## src/rws_pkg.sv

```systemverilog
`default_nettype none
package rws_pkg;

  localparam int RWS_DEPTH  = 256;
  localparam int RWS_IDX_W  = $clog2(RWS_DEPTH);
  localparam int RWS_POP_W  = 9;
  localparam int RWS_FIT_W  = 32;
  localparam int RWS_TOT_W  = 40;
  localparam int RWS_FRAC_W = 16;
  localparam int RWS_HALF_W = RWS_TOT_W / 2;
  localparam int RWS_PROD_W = RWS_FRAC_W + RWS_HALF_W;

  localparam logic OP_WRITE  = 1'b0;
  localparam logic OP_SELECT = 1'b1;

  typedef logic [RWS_FIT_W-1:0]  fit_t;
  typedef logic [RWS_TOT_W-1:0]  tot_t;
  typedef logic [RWS_FRAC_W-1:0] frac_t;
  typedef logic [RWS_IDX_W-1:0]  idx_t;
  typedef logic [RWS_POP_W-1:0]  pop_t;

endpackage
`default_nettype wire

```

## src/rws_slice.sv

```systemverilog
`default_nettype none
module rws_slice (
  input  wire logic          clk,
  input  wire logic          rst,
  input  wire logic          start,
  input  wire rws_pkg::frac_t frac,
  input  wire rws_pkg::tot_t  total,
  output logic               done,
  output rws_pkg::tot_t       slice
);
  import rws_pkg::*;

  localparam int PAD_W = RWS_TOT_W - RWS_PROD_W;

  logic [1:0]            phase;
  frac_t                 frac_q;
  tot_t                  tot_q;
  logic [RWS_PROD_W-1:0] p_lo;
  logic [RWS_PROD_W-1:0] p_hi;

  assign p_hi = RWS_PROD_W'(frac_q) * RWS_PROD_W'(tot_q[RWS_TOT_W-1:RWS_HALF_W]);

  always_ff @(posedge clk) begin
    if (rst) begin
      phase <= 2'd0;
      done  <= 1'b0;
    end else begin
      done <= (phase == 2'd2);
      case (phase)
        2'd0: begin
          if (start) begin
            phase <= 2'd1;
          end
        end
        2'd1: begin
          phase <= 2'd2;
        end
        2'd2: begin
          phase <= 2'd0;
        end
        default: begin
          phase <= 2'd0;
        end
      endcase
    end
  end

  always_ff @(posedge clk) begin
    if (phase == 2'd0 && start) begin
      frac_q <= frac;
      tot_q  <= total;
    end
    if (phase == 2'd1) begin
      p_lo <= RWS_PROD_W'(frac_q) * RWS_PROD_W'(tot_q[RWS_HALF_W-1:0]);
    end
    if (phase == 2'd2) begin
      slice <= {p_hi, {PAD_W{1'b0}}}
             + RWS_TOT_W'(p_lo[RWS_PROD_W-1:RWS_FRAC_W]);
    end
  end

endmodule
`default_nettype wire

```

## config.mk

```make
export PLATFORM = sky130hd
export DESIGN_NAME = rws_slice
export DESIGN_NICKNAME = d
export VERILOG_FILES = /design/src/rws_pkg.sv /design/src/rws_slice.sv
export SDC_FILE = /design/constraint.sdc
export NUM_CORES = 2
export LEC_CHECK = 0
export ABC_AREA = 1
export BUFFER_PORTS_ARGS = -buffer_cell sky130_fd_sc_hd__buf_2
export CELL_PAD_IN_SITES_DETAIL_PLACEMENT = 1
export CELL_PAD_IN_SITES_GLOBAL_PLACEMENT = 1
export CORE_MARGIN = 2
export CORE_UTILIZATION = 30
export DETAILED_ROUTE_END_ITERATION = 7
export GPL_ROUTABILITY_DRIVEN = 0
export GPL_TIMING_DRIVEN = 0
export PLACE_DENSITY_LB_ADDON = 0.3
export RECOVER_POWER = 100
export SYNTH_ARGS = -nofsm -noshare
export SYNTH_HDL_FRONTEND = slang
export SYNTH_SLANG_ARGS = --single-unit
```

## constraint.sdc

```tcl
create_clock -name clk -period 19.1 [get_ports clk]
set_input_delay 1.91 -clock clk [delete_from_list [all_inputs] [get_ports clk]]
set_output_delay 1.91 -clock clk [all_outputs]
set_load 0.02 [all_outputs]
```

==> impl_summary.log <==
[metrics] portion of netlist area occupied by mux cells: 0%
[metrics] Sequential cell area: approximately 3500 sq um
[metrics] number of max-cap violations: 2
[metrics] count of input and output buffers: just under 100
[metrics] post-synth design cell area: roughly 27000 sq um
[metrics] post-synthesis net count: 4173
[metrics] Setup Fix Bufs, Post-CTS: 0
[metrics] post-synthesis adder-cell area fraction: 47.9%
[metrics] vias in the first global route: between 20000 and 25000
[metrics] pin count of the biggest net entering global routing: 32
[metrics] max incr delay on CP: just under 0.8 ns
[metrics] maximum level of the CTS H-tree: 4
[metrics] Reg2Reg Launch Point: frac_q[1]$_DFFE_PP_
[metrics] Worst Path Buf+Inv: 8
[metrics] Worst R2R Path Depth: 32
[metrics] Synth Instances: 3385
[metrics] required time of the critical path: 19.37 ns
[metrics] run status: finished, violations left
[metrics] reg-to-reg critical path endpoint: slice[34]$_DFFE_PP_
[metrics] post-CTS clock slew at the launch and capture registers of the worst setup and hold paths: about 0.070 ns
[metrics] most common cell after layout, fill and taps aside: sky130_fd_sc_hd__nand2_1
[metrics] overall fraction of global-route tracks in use: a little over a fifth
[metrics] met1 track demand over resource: a little under 30%
[metrics] kind of cell with the highest combined delay on the critical path: adder cells
[metrics] DIE AREA: between 90000 and 100000 sq um
[metrics] core box area: approximately 89000 sq um
[metrics] classification of the worst setup path: reg -> reg
[metrics] FP Rows: about 110
[metrics] clock latency reported for the late side of the worst-skew pair: approximately 0.52 ns
[metrics] commonest cells after routing, fill and taps aside: sky130_fd_sc_hd__nand2_1 (1010), sky130_fd_sc_hd__inv_1 (967), sky130_fd_sc_hd__fa_1 (500)
[metrics] die width: a little over 300 um
[metrics] Root Driver: sky130_fd_sc_hd__clkbuf_16
[metrics] shortest clock period the worst path allows after layout: ~9.0 ns
[metrics] Worst slew margin: -23.4%
[metrics] final number of setup-violating endpoints: 0
[metrics] total vias in the final route: between 20000 and 25000
[metrics] maximum net fanout on the critical path: 10
[metrics] number of pins exceeding their max-slew limit in the final report: 32
[metrics] post-synthesis register bit count: about 120
[metrics] worst slew pin tran: 1.85 ns
[metrics] critical path capture point type: flop
[metrics] setup_tns: 0 ns
[metrics] residual overflow from global routing: 0
[metrics] Most Crowded Layer GR: met2
[metrics] remaining number of nets flagged by the antenna check after routing: 0
[metrics] Starting Density: a little under a third
[metrics] DP HPWL: just under 80 mm
[metrics] wire length of the first global-routing pass: 145 mm
[metrics] nature of the critical path startpoint: flop
[metrics] post-synthesis share of cell area spent on and, or, nand and nor gates: 18.6%
[metrics] CTS max path bufs: 2
[metrics] Gates resized, CTS repair: 0
[metrics] cell type with the highest occurrence count on the critical path: sky130_fd_sc_hd__nand2_1
[metrics] clock buffer count from CTS: 17
[metrics] die span in y: 303 um
[metrics] TritonCTS clock tree: yes
[metrics] crit path max-delay cell type: sky130_fd_sc_hd__clkbuf_1
[metrics] number of warnings printed during yosys synthesis: 0
[metrics] fraction of synthesized cell area in xor and xnor cells: 1.92%
[metrics] DRC violation count after routing: 0
[metrics] arrival time at the worst endpoint: 9.30 ns
[metrics] drt pass-1 iters: 5
[metrics] worst hold path type: reg -> reg
[metrics] met3 Usage GRT: approximately 2.9%
[metrics] number of gates on the worst path with buffers counted: 32
[metrics] largest family of logic cells by synthesized area: adder cells
[metrics] num ports: 100
[metrics] failing checks: max-capacitance violations, max-slew violations
[metrics] Final period util: about 47%
[metrics] average instance area after synthesis: around 7.9 sq um
[metrics] sequential cell area fraction in the yosys report: between 10% and 20%
[metrics] worst reg-to-reg setup slack: about 10 ns
[metrics] clock sink total: 119
[metrics] area taken by multi-input logic gates: between 15000 and 20000 sq um
[metrics] worst-case clock skew: between 0.02 and 0.025 ns
[metrics] Distinct cells, synth: 40
[metrics] first element of the critical path: frac_q[1]$_DFFE_PP_
[metrics] top achievable clock speed: 0.111 GHz
[metrics] DRT iter0 DRCs: between 1000 and 1500
[metrics] end of the critical path: slice[34]$_DFFE_PP_
[metrics] detail-routed net length per standard cell: 19.8 um
[metrics] area fraction in compound gates after synthesis: ~2.8%
[metrics] met2 track demand over resource in global routing: between 30% and 40%
[metrics] number of fill cells: about 11000
[metrics] setup repair after global routing missed its margin: false
[metrics] Final Hold Viols: 0
[metrics] antenna violations before repair: 1
[metrics] hold_buf cts: 0
[metrics] post-DR vias/cell: between 4 and 5
[metrics] layout overhead on the synthesized area: 9.23%
[metrics] Net count, final: 4298
[metrics] fraction of layout cells with a size suffix above 1: under 10%
[metrics] final routed wirelength across all metal layers: 92.8 mm
worst min path at each step:
| stage | from | to | slack (ns) | cells after the start |
|---|---|---|---|---|
| 6_report | p_lo[18]$_DFFE_PN_ | slice[2]$_DFFE_PP_ | 0.41 | 0 |
| 3_3_place_gp | p_lo[18]$_DFFE_PN_ | slice[2]$_DFFE_PP_ | 0.41 | 0 |
| 3_5_place_dp | p_lo[18]$_DFFE_PN_ | slice[2]$_DFFE_PP_ | 0.41 | 0 |
| 2_1_floorplan | p_lo[16]$_DFFE_PN_ | slice[0]$_DFFE_PP_ | 0.40 | 0 |
| 4_1_cts | p_lo[18]$_DFFE_PN_ | slice[2]$_DFFE_PP_ | 0.41 | 0 |
| 5_1_grt | p_lo[18]$_DFFE_PN_ | slice[2]$_DFFE_PP_ | 0.43 | 0 |
area by class of cell:
cell class | instances | area share (%)
diodes | 1 | 0.00853
plain buffers | 142 | 1.82
clock buffers | 17 | 1.45
clock inverters | 15 | 0.657
inverters | 969 | 12.4
multi-input cells | 2155 | 65.0
flip-flops and latches | 119 | 12.1
well taps | 1165 | 4.97
repair buffers | 106 | 1.59
logic make-up after synthesis:
kind of cell,after synthesis
and+or+nand+nor,1235
buffers and inverters,1111
adders and majority gates,729
AOI/OAI and AO/OA,132
DFF,119
xor gates and xnor gates,59
metrics by stage:
stage          setup slack (ns)  instances  area (sq um)  utilization (%)  hold slack [ns]
5_1_grt                    9.42       4689         29300             33.1            0.427
4_1_cts                   10.16       4688         29500             33.4            0.409
6_report                  10.07       4689         29300             33.1            0.408
2_1_floorplan             12.39       3385         26900                -            0.400
3_3_place_gp               9.11       4649         28800             32.5            0.408
3_5_place_dp              10.21       4656         28900             32.7            0.410
flip-flops by register name, indices dropped and copies added, names as in the netlist:
name,flops
phase,2
slice,40
tot_q,40
frac_q,16
done,1
p_lo,20
cell usage after synthesis, drive strengths merged:
cell,count,area (sq um)
inv,969,3640
o21bai,1,7.51
o31ai,1,7.51
and2,5,31.3
or2,1,6.26
xor2,43,377
buf,1,3.75
a21boi,1,7.51
nand3b,13,97.6
edfxtp,116,3480
fa,500,10000
clkbuf,141,529
nand2,1026,3910
a31oi,16,100
ha,229,2870
dfxtp,3,60.1
nor2,99,442
a211oi,1,7.51
nand4,10,62.6
a21oi,73,365
o21a,6,45.0
o221a,1,11.3
nor4,4,25.0
nor3,18,106
a21o,8,60.1
o21ai,20,100
xnor2,16,140
and3,2,12.5
nand3,57,310
o221ai,3,26.3
o31a,1,8.76
per-layer routing:
| layer | up-vias | routed length (um) |
|---|---|---|
| li1 | 9981 | - |
| met1 | 10926 | 43200 |
| met2 | 415 | 42900 |
| met3 | 81 | 4050 |
| met4 | 0 | 2670 |
| met5 | - | 0 |
Power is left out: the tool's default activity adds up to more than one toggle a clock period on the data nets, which glitch-free logic cannot reach.
